==> src/rtl/core/avimd_pkg.sv <==
// Shared types and constants for the AVI movi chunk demultiplexer.
`timescale 1ns / 1ps
package avimd_pkg;

  localparam int unsigned WordW = 32;
  localparam int unsigned ByteW = 8;
  localparam int unsigned KindW = 3;
  localparam int unsigned CfgIdxW = 2;

  localparam logic [WordW-1:0] TAG_VIDEO = 32'h6364_3030;  // "00dc"
  localparam logic [WordW-1:0] TAG_AUDIO = 32'h6277_3130;  // "01wb"
  localparam logic [WordW-1:0] HDR_BYTES = 32'd8;

  localparam logic [KindW-1:0] KIND_VIDEO = 3'd0;
  localparam logic [KindW-1:0] KIND_AUDIO = 3'd1;
  localparam logic [KindW-1:0] KIND_EMPTY = 3'd2;
  localparam logic [KindW-1:0] KIND_END   = 3'd3;
  localparam logic [KindW-1:0] KIND_BAD   = 3'd4;

  localparam logic [CfgIdxW-1:0] REG_MOVI_START = 2'd0;
  localparam logic [CfgIdxW-1:0] REG_MOVI_END   = 2'd1;
  localparam logic [CfgIdxW-1:0] REG_AUDIO_EN   = 2'd2;

  typedef struct packed {
    logic [WordW-1:0] movi_start_offset;
    logic [WordW-1:0] movi_end_offset;
    logic             audio_enabled;
    logic             restart;
  } cfg_t;

  typedef struct packed {
    logic             valid;
    logic [ByteW-1:0] data;
  } stage_t;

endpackage

==> src/rtl/core/avimd_if.sv <==
// Valid/ready channel interfaces for the byte input and the result output.
`timescale 1ns / 1ps
interface avimd_in_if;
  logic       valid;
  logic       ready;
  logic [7:0] data_byte;

  modport source (output valid, output data_byte, input ready);
  modport sink (input valid, input data_byte, output ready);
endinterface

interface avimd_out_if;
  logic        valid;
  logic        ready;
  logic [7:0]  out_byte;
  logic [2:0]  kind;
  logic        chunk_last;
  logic [31:0] chunk_length;

  modport source (output valid, output out_byte, output kind, output chunk_last,
                  output chunk_length, input ready);
  modport sink (input valid, input out_byte, input kind, input chunk_last,
                input chunk_length, output ready);
endinterface

==> src/rtl/core/avi_movi_chunk_demux_core.sv <==
// Top level of the AVI movi chunk demultiplexer.
// The block takes one file byte per clock unless a held result stalls it, and gives at most
// one result per byte. A byte is parsed in the cycle in which it is taken from the input
// register, and its result, if any, is in the output register from the next clock edge; the
// sustained rate of one byte per cycle is set by the single per-byte parse pass whose
// longest path is the 33-bit chunk bound check on the last header byte. A result held by
// the receiver stalls the input. After reset or a write of movi_start_offset, parsing
// starts at a chunk header; after an end-of-movi or corrupt-size result, bytes are taken
// and dropped until movi_start_offset is written.
`timescale 1ns / 1ps
module avi_movi_chunk_demux_core (
  input  logic                            clk,
  input  logic                            rst_n,
  avimd_in_if.sink                        in_ch,
  avimd_out_if.source                     out_ch,
  input  logic                            cfg_we,
  input  logic [avimd_pkg::CfgIdxW-1:0]   cfg_index,
  input  logic [avimd_pkg::WordW-1:0]     cfg_data
);

  avimd_pkg::cfg_t   cfg;
  avimd_pkg::stage_t stage;
  logic              take;

  avimd_cfg_regs u_cfg (
    .clk       (clk),
    .rst_n     (rst_n),
    .cfg_we    (cfg_we),
    .cfg_index (cfg_index),
    .cfg_data  (cfg_data),
    .cfg       (cfg)
  );

  avimd_in_stage u_in (
    .clk   (clk),
    .rst_n (rst_n),
    .in_ch (in_ch),
    .take  (take),
    .stage (stage)
  );

  avimd_parser u_parse (
    .clk    (clk),
    .rst_n  (rst_n),
    .cfg    (cfg),
    .stage  (stage),
    .take   (take),
    .out_ch (out_ch)
  );

endmodule

==> src/rtl/core/avimd_cfg_regs.sv <==
// Configuration registers with a restart pulse on a movi start write.
`timescale 1ns / 1ps
module avimd_cfg_regs (
  input  logic                                clk,
  input  logic                                rst_n,
  input  logic                                cfg_we,
  input  logic [avimd_pkg::CfgIdxW-1:0]       cfg_index,
  input  logic [avimd_pkg::WordW-1:0]         cfg_data,
  output avimd_pkg::cfg_t                     cfg
);

  logic [avimd_pkg::WordW-1:0] start_r;
  logic [avimd_pkg::WordW-1:0] end_r;
  logic                        audio_r;
  logic                        restart;

  always_ff @(posedge clk) begin
    if (!rst_n) begin
      start_r <= '0;
      end_r   <= '0;
      audio_r <= 1'b0;
    end else if (cfg_we) begin
      case (cfg_index)
        avimd_pkg::REG_MOVI_START: start_r <= cfg_data;
        avimd_pkg::REG_MOVI_END:   end_r   <= cfg_data;
        avimd_pkg::REG_AUDIO_EN:   audio_r <= cfg_data[0];
        default: ;
      endcase
    end
  end

  assign restart = cfg_we && (cfg_index == avimd_pkg::REG_MOVI_START);

  // parser reloads from the written value in the same cycle
  assign cfg.movi_start_offset = restart ? cfg_data : start_r;
  assign cfg.movi_end_offset   = end_r;
  assign cfg.audio_enabled     = audio_r;
  assign cfg.restart           = restart;

endmodule

==> src/rtl/core/avimd_in_stage.sv <==
// Input register for one file byte.
`timescale 1ns / 1ps
module avimd_in_stage (
  input  logic                          clk,
  input  logic                          rst_n,
  avimd_in_if.sink                      in_ch,
  input  logic                          take,
  output avimd_pkg::stage_t             stage
);

  logic                        valid_r;
  logic [avimd_pkg::ByteW-1:0] data_r;

  assign in_ch.ready = !valid_r || take;

  always_ff @(posedge clk) begin
    if (!rst_n) begin
      valid_r <= 1'b0;
    end else if (in_ch.ready) begin
      valid_r <= in_ch.valid;
    end
  end

  always_ff @(posedge clk) begin
    if (in_ch.ready && in_ch.valid) begin
      data_r <= in_ch.data_byte;
    end
  end

  assign stage.valid = valid_r;
  assign stage.data  = data_r;

endmodule

==> src/rtl/core/avimd_parser.sv <==
// Chunk parser state and the result register.
`timescale 1ns / 1ps
module avimd_parser (
  input  logic                  clk,
  input  logic                  rst_n,
  input  avimd_pkg::cfg_t       cfg,
  input  avimd_pkg::stage_t     stage,
  output logic                  take,
  avimd_out_if.source           out_ch
);

  localparam logic [1:0] MODE_HEADER = 2'd0;
  localparam logic [1:0] MODE_VIDEO  = 2'd1;
  localparam logic [1:0] MODE_AUDIO  = 2'd2;
  localparam logic [1:0] MODE_SKIP   = 2'd3;

  logic [31:0] pos_r, pos_nxt;
  logic [2:0]  hidx_r, hidx_nxt;
  logic [31:0] tag_r, tag_nxt;
  logic [23:0] size_lo_r, size_lo_nxt;
  logic [31:0] clen_r, clen_nxt;
  logic [31:0] rem_r, rem_nxt;
  logic [1:0]  mode_r, mode_nxt;
  logic        pad_r, pad_nxt;
  logic        ended_r, ended_nxt;

  logic        ov_r;
  logic [7:0]  ob_r;
  logic [2:0]  okind_r;
  logic        olast_r;
  logic [31:0] olen_r;

  logic        emit;
  logic [7:0]  eb;
  logic [2:0]  ekind;
  logic        elast;
  logic [31:0] elen;

  logic [7:0]  b;
  logic [32:0] hdr_end;
  logic [31:0] size_full;
  logic        size_pad;
  logic [32:0] next_pos;
  logic [31:0] run;
  logic        rem_le1;

  assign b         = stage.data;
  assign take      = stage.valid && (!ov_r || out_ch.ready);
  assign hdr_end   = {1'b0, pos_r} + {1'b0, avimd_pkg::HDR_BYTES};
  assign size_full = {b, size_lo_r};
  assign size_pad  = size_lo_r[0];
  // pos_r is the last header byte; next chunk starts at pos + 1 + size + pad
  assign next_pos  = {1'b0, pos_r} + {1'b0, size_full} + 33'd1 + {32'd0, size_pad};
  assign run       = size_full + {31'd0, size_pad};
  assign rem_le1   = (rem_r[31:1] == 31'd0);

  always_comb begin
    pos_nxt     = pos_r;
    hidx_nxt    = hidx_r;
    tag_nxt     = tag_r;
    size_lo_nxt = size_lo_r;
    clen_nxt    = clen_r;
    rem_nxt     = rem_r;
    mode_nxt    = mode_r;
    pad_nxt     = pad_r;
    ended_nxt   = ended_r;
    emit        = 1'b0;
    eb          = 8'd0;
    ekind       = avimd_pkg::KIND_VIDEO;
    elast       = 1'b0;
    elen        = 32'd0;
    if (!ended_r) begin
      if (mode_r == MODE_HEADER) begin
        if ((hidx_r == 3'd0) && (hdr_end > {1'b0, cfg.movi_end_offset})) begin
          ended_nxt = 1'b1;
          emit      = 1'b1;
          ekind     = avimd_pkg::KIND_END;
        end else begin
          case (hidx_r)
            3'd0:    tag_nxt[7:0]       = b;
            3'd1:    tag_nxt[15:8]      = b;
            3'd2:    tag_nxt[23:16]     = b;
            3'd3:    tag_nxt[31:24]     = b;
            3'd4:    size_lo_nxt[7:0]   = b;
            3'd5:    size_lo_nxt[15:8]  = b;
            3'd6:    size_lo_nxt[23:16] = b;
            default: size_lo_nxt        = size_lo_r;
          endcase
          pos_nxt  = pos_r + 32'd1;
          hidx_nxt = hidx_r + 3'd1;
          if (hidx_r == 3'd7) begin
            clen_nxt = size_full;
            if (next_pos > {1'b0, cfg.movi_end_offset}) begin
              ended_nxt = 1'b1;
              emit      = 1'b1;
              ekind     = avimd_pkg::KIND_BAD;
              elen      = size_full;
            end else if (tag_r == avimd_pkg::TAG_VIDEO) begin
              if (size_full == 32'd0) begin
                emit  = 1'b1;
                ekind = avimd_pkg::KIND_EMPTY;
              end else begin
                mode_nxt = MODE_VIDEO;
                rem_nxt  = size_full;
                pad_nxt  = size_pad;
              end
            end else if ((tag_r == avimd_pkg::TAG_AUDIO) && (size_full != 32'd0)
                         && cfg.audio_enabled) begin
              mode_nxt = MODE_AUDIO;
              rem_nxt  = size_full;
              pad_nxt  = size_pad;
            end else begin
              pad_nxt = 1'b0;
              if (run != 32'd0) begin
                mode_nxt = MODE_SKIP;
                rem_nxt  = run;
              end
            end
          end
        end
      end else begin
        pos_nxt = pos_r + 32'd1;
        if (mode_r == MODE_SKIP) begin
          if (rem_le1) begin
            rem_nxt  = 32'd0;
            mode_nxt = MODE_HEADER;
          end else begin
            rem_nxt = rem_r - 32'd1;
          end
        end else begin
          emit  = 1'b1;
          eb    = b;
          ekind = (mode_r == MODE_VIDEO) ? avimd_pkg::KIND_VIDEO : avimd_pkg::KIND_AUDIO;
          elast = rem_le1;
          elen  = clen_r;
          if (rem_le1) begin
            if (pad_r) begin
              pad_nxt  = 1'b0;
              mode_nxt = MODE_SKIP;
              rem_nxt  = 32'd1;
            end else begin
              mode_nxt = MODE_HEADER;
              rem_nxt  = 32'd0;
            end
          end else begin
            rem_nxt = rem_r - 32'd1;
          end
        end
      end
    end
  end

  always_ff @(posedge clk) begin
    if (!rst_n) begin
      pos_r     <= '0;
      hidx_r    <= '0;
      tag_r     <= '0;
      size_lo_r <= '0;
      clen_r    <= '0;
      rem_r     <= '0;
      mode_r    <= MODE_HEADER;
      pad_r     <= 1'b0;
      ended_r   <= 1'b0;
    end else if (cfg.restart) begin
      pos_r     <= cfg.movi_start_offset;
      hidx_r    <= '0;
      tag_r     <= '0;
      size_lo_r <= '0;
      clen_r    <= '0;
      rem_r     <= '0;
      mode_r    <= MODE_HEADER;
      pad_r     <= 1'b0;
      ended_r   <= 1'b0;
    end else if (take) begin
      pos_r     <= pos_nxt;
      hidx_r    <= hidx_nxt;
      tag_r     <= tag_nxt;
      size_lo_r <= size_lo_nxt;
      clen_r    <= clen_nxt;
      rem_r     <= rem_nxt;
      mode_r    <= mode_nxt;
      pad_r     <= pad_nxt;
      ended_r   <= ended_nxt;
    end
  end

  always_ff @(posedge clk) begin
    if (!rst_n) begin
      ov_r <= 1'b0;
    end else if (take && emit) begin
      ov_r <= 1'b1;
    end else if (out_ch.ready) begin
      ov_r <= 1'b0;
    end
  end

  always_ff @(posedge clk) begin
    if (take && emit) begin
      ob_r    <= eb;
      okind_r <= ekind;
      olast_r <= elast;
      olen_r  <= elen;
    end
  end

  assign out_ch.valid        = ov_r;
  assign out_ch.out_byte     = ob_r;
  assign out_ch.kind         = okind_r;
  assign out_ch.chunk_last   = olast_r;
  assign out_ch.chunk_length = olen_r;

endmodule

==> src/flat_wrapper.sv <==
// flat-port wrapper written by rule: the top's interface ports become plain ports
module avi_movi_chunk_demux_core_flat 
  (clk, rst_n, cfg_we, cfg_index, cfg_data, in_ch_valid, in_ch_data_byte, in_ch_ready, out_ch_valid, out_ch_out_byte, out_ch_kind, out_ch_chunk_last, out_ch_chunk_length, out_ch_ready);
  avimd_in_if in_ch_i ();
  avimd_out_if out_ch_i ();
  input  logic clk;
  input  logic rst_n;
  input  logic cfg_we;
  input  logic [avimd_pkg::CfgIdxW-1:0] cfg_index;
  input  logic [avimd_pkg::WordW-1:0] cfg_data;
  input wire logic [$bits(in_ch_i.valid)-1:0] in_ch_valid;
  input wire logic [$bits(in_ch_i.data_byte)-1:0] in_ch_data_byte;
  output wire logic [$bits(in_ch_i.ready)-1:0] in_ch_ready;
  output wire logic [$bits(out_ch_i.valid)-1:0] out_ch_valid;
  output wire logic [$bits(out_ch_i.out_byte)-1:0] out_ch_out_byte;
  output wire logic [$bits(out_ch_i.kind)-1:0] out_ch_kind;
  output wire logic [$bits(out_ch_i.chunk_last)-1:0] out_ch_chunk_last;
  output wire logic [$bits(out_ch_i.chunk_length)-1:0] out_ch_chunk_length;
  input wire logic [$bits(out_ch_i.ready)-1:0] out_ch_ready;
  assign in_ch_i.valid = in_ch_valid;
  assign in_ch_i.data_byte = in_ch_data_byte;
  assign in_ch_ready = in_ch_i.ready;
  assign out_ch_valid = out_ch_i.valid;
  assign out_ch_out_byte = out_ch_i.out_byte;
  assign out_ch_kind = out_ch_i.kind;
  assign out_ch_chunk_last = out_ch_i.chunk_last;
  assign out_ch_chunk_length = out_ch_i.chunk_length;
  assign out_ch_i.ready = out_ch_ready;
  avi_movi_chunk_demux_core u_core (.clk(clk), .rst_n(rst_n), .in_ch(in_ch_i), .out_ch(out_ch_i), .cfg_we(cfg_we), .cfg_index(cfg_index), .cfg_data(cfg_data));
endmodule
==> config.mk <==
export PLATFORM = sky130hd
export DESIGN_NAME = avi_movi_chunk_demux_core_flat
export DESIGN_NICKNAME = d
export VERILOG_FILES = /design/src/rtl/core/avimd_pkg.sv /design/src/rtl/core/avimd_if.sv /design/src/rtl/core/avi_movi_chunk_demux_core.sv /design/src/rtl/core/avimd_cfg_regs.sv /design/src/rtl/core/avimd_in_stage.sv /design/src/rtl/core/avimd_parser.sv /design/src/flat_wrapper.sv
export SDC_FILE = /design/constraint.sdc
export NUM_CORES = 1
export LEC_CHECK = 0
export ABC_AREA = 1
export BUFFER_PORTS_ARGS = -buffer_cell sky130_fd_sc_hd__buf_2
export CORE_MARGIN = 3
export CORE_UTILIZATION = 70
export CTS_BUF_LIST = sky130_fd_sc_hd__clkbuf_8
export DETAILED_ROUTE_END_ITERATION = 8
export GPL_TIMING_DRIVEN = 0
export PLACE_DENSITY = 0.92
export SYNTH_ARGS = -nofsm -noshare
export SYNTH_HDL_FRONTEND = slang
export SYNTH_HIERARCHICAL = 1
export SYNTH_SLANG_ARGS = --single-unit
==> constraint.sdc <==
create_clock -name clk -period 11 [get_ports clk]
set_input_delay 1.65 -clock clk [delete_from_list [all_inputs] [get_ports clk]]
set_output_delay 1.65 -clock clk [all_outputs]
set_load 0.01 [all_outputs]
After elaboration in Yosys (flattened, before gate mapping)
Index checks and enable logic that the tools add are counted.
{"block": "classes", "muxes": 66, "n_eq_ne": 21, "bitwise_logic": 3, "reduce_logical": 38, "magnitude_cmp": 2, "addsub": 8}
{"operator": "32-bit two-way mux", "n": 21}
{"operator": "33-bit by 32-bit greater-than comparator with 1-bit output", "n": 2}
{"operator": "32-bit by 31-bit == test with 1-bit output, second input constant", "n": 2}
{"operator": "32-bit nonzero test", "n": 2}
{"operator": "5-bit AND reduction", "n": 8}
{"operator": "32-bit by 32-bit adder with 33-bit output", "n": 1}
{"operator": "32-bit by 4-bit adder with 33-bit output, second input constant", "n": 1}
{"operator": "33-bit by 1-bit adder with 33-bit output", "n": 1}
{"operator": "33-bit by 1-bit adder with 33-bit output, second input constant", "n": 1}
{"operator": "32-bit by 1-bit adder with 32-bit output", "n": 1}
{"operator": "32-bit by 1-bit adder with 32-bit output, second input constant", "n": 1}
{"operator": "32-bit logical NOT", "n": 1}
{"operator": "32-bit by 1-bit subtractor with 32-bit output, second input constant", "n": 1}
{"operator": "31-bit logical NOT", "n": 1}
{"operator": "2-bit two-way mux", "n": 14}
{"operator": "1-bit two-way mux", "n": 27}
{"operator": "8-bit AND reduction", "n": 2}
{"operator": "3-bit == test, second input constant", "n": 4}
{"operator": "3-bit two-way mux", "n": 4}
{"operator": "1-bit logical AND", "n": 7}
{"operator": "7-bit AND reduction", "n": 1}
{"operator": "3-bit by 2-bit == test with 1-bit output, second input constant", "n": 2}
{"operator": "2-bit != test, second input constant", "n": 3}
{"operator": "2-bit nonzero test", "n": 3}
{"operator": "other kinds (18)", "n": 27}
{"block": "word_totals", "register_bits": 246, "out_inout_bits": 46, "input_bits": 47, "word_cells": 161}

Depth between registers and ports, before layout
{"block": "logic_depth", "word_depth": 11, "mapped_depth": 36, "depth_no_buf": 35}

Modules after synthesis
Netlist, hierarchy kept.
{"mod": "avimd_parser", "seq_area_each_um2": 4524.3, "instances": 1, "area_each_um2": 15657.5, "cells_each": 2241}
{"mod": "avimd_cfg_regs", "seq_area_each_um2": 1301.2, "instances": 1, "area_each_um2": 3019.1, "cells_each": 487}
{"mod": "avimd_in_stage", "seq_area_each_um2": 260.2, "instances": 1, "area_each_um2": 299.0, "cells_each": 16}

Worst setup path before layout
No wires, ideal clock.
{"block": "synth_path", "kind": "reg2reg", "startpoint": "register u_core.u_parse.size_lo_r[0]", "endpoint": "register u_core.u_parse.olast_r (netlist: u_core/u_parse/out_ch.chunk_last), enable pin", "path_slack_ns": 5.831, "t_required_ns": 10.602, "path_stages_with_launch": 31, "setup_time_ns": 0.398, "n_path_buf": 0, "arrival_ns": 4.771, "period_less_slack_ns": 5.169, "path_cell_list": "dfxtp_1 fa_1 ha_1 inv_1 fa_1 o21ai_0 a21oi_1 o21ai_0 a31oi_1 o21ai_0 xor2_1 ha_1 nand2_1 nor2_1 and2_1 nand2_1 nand2_1 nand2_1 nand2_1 nand2_1 nand2_1 nand2_1 nand2_1 nand2_1 nand2_1 nand2_1 nand3_1 nand2_1 nand2_1 nand2_1 inv_1"}
{"block": "synth_between", "elab_chain_len": 10, "elab_cells_between_ends": 13, "classes_between": "add/sub (3); order compare (1); mux (7); reduce/logical (2)"}
{"element": "start, declared", "line_no": "avimd_parser.sv:20", "text": "logic [23:0] size_lo_r, size_lo_nxt;"}
{"element": "start signal, assigned", "line_no": "avimd_parser.sv:178", "text": "size_lo_r <= size_lo_nxt;"}
{"element": "32-bit by 32-bit adder with 33-bit output", "line_no": "avimd_parser.sv:53", "text": "assign next_pos = {1'b0, pos_r} + {1'b0, size_full} + 33'd1 + {32'd0, size_pad};"}
{"element": "33-bit by 1-bit adder with 33-bit output (2 in series)", "line_no": "avimd_parser.sv:53"}
{"element": "33-bit by 32-bit greater-than comparator with 1-bit output", "line_no": "avimd_parser.sv:93", "text": "if (next_pos > {1'b0, cfg.movi_end_offset}) begin"}
{"element": "1-bit two-way mux (*)", "line_no": "avimd_parser.sv:93"}
{"element": "1-bit two-way mux (*)", "line_no": "avimd_parser.sv:91", "text": "if (hidx_r == 3'd7) begin"}
{"element": "1-bit two-way mux (*)", "line_no": "avimd_parser.sv:74", "text": "if ((hidx_r == 3'd0) && (hdr_end > {1'b0, cfg.movi_end_offset})) begin"}
{"element": "1-bit two-way mux (*)", "line_no": "avimd_parser.sv:73", "text": "if (mode_r == MODE_HEADER) begin"}
{"element": "1-bit two-way mux (*)", "line_no": "avimd_parser.sv:72", "text": "if (!ended_r) begin"}
{"element": "1-bit logical AND (*)", "line_no": "avimd_parser.sv:198", "text": "if (take && emit) begin"}
{"element": "end signal, assigned", "line_no": "avimd_parser.sv:201", "text": "olast_r <= elast;"}
{"element": "end, declared", "line_no": "avimd_parser.sv:30", "text": "logic olast_r;"}
Every way passes the cells marked *; elsewhere a longest branch is shown, timed or not.
A chain may end at the register's enable or synchronous reset.

Worst setup path in the final report
{"block": "layout_path", "startpoint": "register u_core.u_parse.size_lo_r[0]", "endpoint": "register u_core.u_parse.olen_r[2] (netlist: u_core/u_parse/out_ch.chunk_length[2]), enable pin"}
{"block": "layout_between", "elab_chain_len": 10, "elab_cells_between_ends": 13, "classes_between": "add/sub (3); order compare (1); mux (7); reduce/logical (2)"}
{"element": "32-bit by 32-bit adder with 33-bit output", "line_no": "avimd_parser.sv:53"}
{"element": "33-bit by 1-bit adder with 33-bit output (2 in series)", "line_no": "avimd_parser.sv:53"}
{"element": "33-bit by 32-bit greater-than comparator with 1-bit output", "line_no": "avimd_parser.sv:93"}
{"element": "1-bit two-way mux (*)", "line_no": "avimd_parser.sv:93"}
{"element": "1-bit two-way mux (*)", "line_no": "avimd_parser.sv:91"}
{"element": "1-bit two-way mux (*)", "line_no": "avimd_parser.sv:74"}
{"element": "1-bit two-way mux (*)", "line_no": "avimd_parser.sv:73"}
{"element": "1-bit two-way mux (*)", "line_no": "avimd_parser.sv:72"}
{"element": "1-bit logical AND (*)", "line_no": "avimd_parser.sv:198"}
{"element": "end signal, assigned", "line_no": "avimd_parser.sv:202", "text": "olen_r <= elen;"}
{"element": "end, declared", "line_no": "avimd_parser.sv:31", "text": "logic [31:0] olen_r;"}
Marked as above.

==> summary.txt <==
Critical path
  • Setup CP Type: register to register
  • Critical-path top delay cell: o21ai_0
  • Crit path capture type: register
  • Startpoint Class: register
  • FF-to-FF path depth: 29
  • Worst Path Required: roughly 11 ns
  • Crit path DAT: 6.38 ns
  • CP max stage delay: 0.73 ns
  • CP most frequent cell: nand2_1
  • Max FO, Critical Path: 44

Synth
  • Main combinational cell family by area after synthesis: simple AND/OR/NAND/NOR gates
  • Netlist cell types: 58
  • Ys flop type: dfxtp_1
  • Post-synth EDFFs: 52
  • Async SR Flop Fraction: 0%
  • Syn Nets: approximately 3,000
  • Netlist Area Pre-Place: 18,980 sq um
  • Yosys warns: 6
  • Sequential share of the synthesized area: about a third
  • Avg Inst Size Synth: 6.915 sq um
  • FF+latch count, synth: 278
  • Multiplexer share of the synthesized area: 0%
  • Synth Area in Simple Gates: 28.08%
  • Synth Area in Compound Gates: 14.08%
  • XOR/XNOR Fraction of Synth Area: 4.800%
  • Cells after Synth: 2,744
  • Post-Synth Adder-Cell Area: 9.178%

Clock network
  • Sink Count: 278
  • H-tree depth: 2
  • Number of CTS-inserted buffers: 46
  • CTS tree: built
  • Clock buffer depth: 3
  • Post-CTS Setup Bufs: 0
  • Clk Latency, worst-skew pair: 0.58 ns
  • Clock-pin slew on the worst setup and hold paths: 0.06 ns
  • CTS-repair resized insts: 0
  • Cts hold-fix bufs: 0
  • Root buf cell: clkbuf_8

STA
  • Final Hold Viols: 0
  • Final Max Tran Viols: 0
  • Final setup viols: 0
  • Tightest Pin Transition: 1.121 ns
  • Crit path time final: 6.201 ns
  • Slew headroom: 25.29%
  • Setup TNS: 0 ns
  • Final period util: 56.37%
  • RSZ-0062 raised after global routing: false
  • Worst clock skew: 0.03865 ns
  • Fmax: 0.1613 GHz

Routing
  • Wire length per cell: 19.63 um
  • 1st-iter DRT viols: about 3,200
  • Vias per std cell: slightly above 6
  • Via Count: 19,920
  • ANT nets after route: 0
  • DR pass1 iterations: 7
  • Final WL: 63.82 mm
  • DRC: 0

Cells and area
  • Area growth, synth to finish: 9.798%
  • Fin nets: between 3,000 and 4,000
  • Ratio of cells with drive above 1 in the final layout: 10.46%

Die
  • Die X-Extent: between 150 and 200 um
  • FP Rows: 59
  • DIE AREA: 29,120 sq um
  • Chip height: 170.6 um
  • IO Count: 93
  • Initial core utilization: 72.00%
  • Core Box Area: 26,350 sq um

Global routing
  • Gr busiest metal: met2
  • Initial antenna violation count: 1
  • Total gr overflow: 0
  • GR Layer Usage met2: 64.03%
  • First-pass GRT wire length: 98.25 mm
  • Met1 usage: between 50 and 60%
  • Pin count of the biggest net entering global routing: 45
  • Number of global-route vias before repair: 18,640
  • GR met3 Demand/Resource: 12.57%
  • Overall routing resource usage: 42.52%

Flow run
  • Max Cap Viol: 0

Placed design
  • GP Congestion: 1.073
  • Post-DP HPWL: 48.04 mm
  • IO buf count: 91

Worst hold path
  • WHS Path Cells: 2
  • HP Class: register to register

Pwr
  • Leakage: 9.681 nW
  • Pwr Density: 129.0 nW/um^2
  • Max IR drop VDD: 134.6 uV
  • Total Power: 0.002687 W

Outcome
  • Status: finished, final reports clean
==> cell usage in the layout (no fill, tap or decap), types with 19 or more instances in the layout <==
cell	count
dfxtp_1	226
xor2_1	86
clkbuf_8	56
a21oi_1	213
a31oi_1	19
ha_1	136
nand2_1	486
edfxtp_1	52
nor4_1	26
nor3_1	44
o21ai_1	41
nand3_1	111
inv_1	407
nand4_1	57
nand3b_1	28
clkbuf_1	58
nor2_1	367
o21ai_0	182
buf_2	120
==> worst max-delay path, delay by kind of cell (launching register included) <==
kind,cells,cell delay (ns)
AOI/OAI and AO/OA,2,1.04
xor gates and xnor gates,1,0.17
adders and majority gates,3,1.13
buffers and inverters,2,0.75
DFF,1,0.51
and+or+nand+nor,21,2.12
==> stage by stage <==
step / instances / utilization [%] / hold WS (ns) / cell area (sq um) / worst slack (ns)
CTS: 3250 / 79.05 / 0.4488 / 20830 / 4.974
detailed placement: 3170 / 75.32 / 0.4395 / 19850 / 5.017
global placement: 3170 / 75.32 / 0.4329 / 19850 / 4.695
global route: 3250 / 79.05 / 0.4701 / 20830 / 4.487
finish: 3251 / 79.06 / 0.4502 / 20840 / 4.799
floorplan: 2744 / - / 0.4245 / 18980 / 5.831
==> sequential cells by signal, indices dropped and copies added, names as in the netlist <==
register	flops
u_core/u_parse/pad_r	1
u_core/u_parse/hidx_r	3
u_core/u_cfg/start_r	32
u_core/u_cfg/end_r	32
u_core/u_in/data_r	8
u_core/u_parse/out_ch.chunk_last	1
u_core/u_in/valid_r	1
u_core/u_parse/out_ch.chunk_length	32
u_core/u_parse/out_ch.kind	3
u_core/u_parse/out_ch.valid	1
u_core/u_parse/out_ch.out_byte	8
u_core/u_parse/clen_r	32
u_core/u_parse/rem_r	32
u_core/u_parse/size_lo_r	24
u_core/u_parse/tag_r	32
u_core/u_parse/mode_r	2
u_core/u_cfg/audio_r	1
u_core/u_parse/pos_r	32
u_core/u_parse/ended_r	1
==> cell usage after synthesis, types with 17 or more instances <==
master	count	area share [%]
nor2_1	367	7.3
o21ai_0	182	4.8
nor4_1	26	0.86
o21ai_1	41	1.1
nand2_1	486	9.6
buf_2	29	0.76
nand3_1	111	2.9
xor2_1	86	4.0
nor3_1	44	1.2
a21oi_1	213	5.6
a31oi_1	19	0.63
edfxtp_1	52	8.2
ha_1	136	9.0
xnor2_1	18	0.83
inv_1	398	7.9
inv_2	17	0.34
nand4_1	57	1.9
nand3b_1	28	1.1
clkbuf_1	58	1.1
dfxtp_1	226	24
==> path summary, 6_finish.rpt <==
kind	start	endpoint	slack [ns]
min	u_core/u_parse/clen_r[7]$_SDFFE_PP0P_	u_core/u_parse/clen_r[7]$_SDFFE_PP0P_	0.45
min reg2reg	u_core/u_parse/clen_r[7]$_SDFFE_PP0P_	u_core/u_parse/clen_r[7]$_SDFFE_PP0P_	0.45
max	u_core/u_parse/size_lo_r[0]$_SDFFE_PP0P_	u_core/u_parse/out_ch.chunk_length[2]$_SDFFCE_PP0P_	4.80
max reg2reg	u_core/u_parse/size_lo_r[0]$_SDFFE_PP0P_	u_core/u_parse/out_ch.chunk_length[2]$_SDFFCE_PP0P_	4.80
==> where the power goes <==
group | internal (W) | total (W) | switching, W
registers | 0.00110 | 0.00114 | 0.0000429
logic | 0.000172 | 0.000559 | 0.000387
clock network | 0.000554 | 0.000989 | 0.000435
==> cells by family (layout without fill, tap and decap cells) <==
kind of cell               after synthesis  after routing
adders and majority gates              138            138
AOI/OAI and AO/OA                      502            502
buffers and inverters                  536            707
and+or+nand+nor                       1186           1186
xor gates and xnor gates               104            104
DFF                                    278            278
other                                    0              1
==> final cells by class <==
| class | instances | area, sq um |
|---|---|---|
| multi-input cells | 1930 | 10650 |
| inverters | 417 | 1568 |
| clock buffers | 56 | 770.7 |
| diodes | 1 | 2.502 |
| flip-flops and latches | 278 | 6086 |
| well taps | 335 | 419.2 |
| fillers | 1920 | 5519 |
| repair buffers | 91 | 455.4 |
| clock inverters | 24 | 211.5 |
| plain buffers | 119 | 670.6 |
==> routing by layer <==
metal	routed length (um)	part of all wire, %	vias to the layer above
met4	2509	3.9	0
met3	9345	15	242
met1	25110	39	9046
li1	-	-	9184
met2	26850	42	1449
met5	0	0	-
Note: power is estimated with default switching activity, not from simulation.
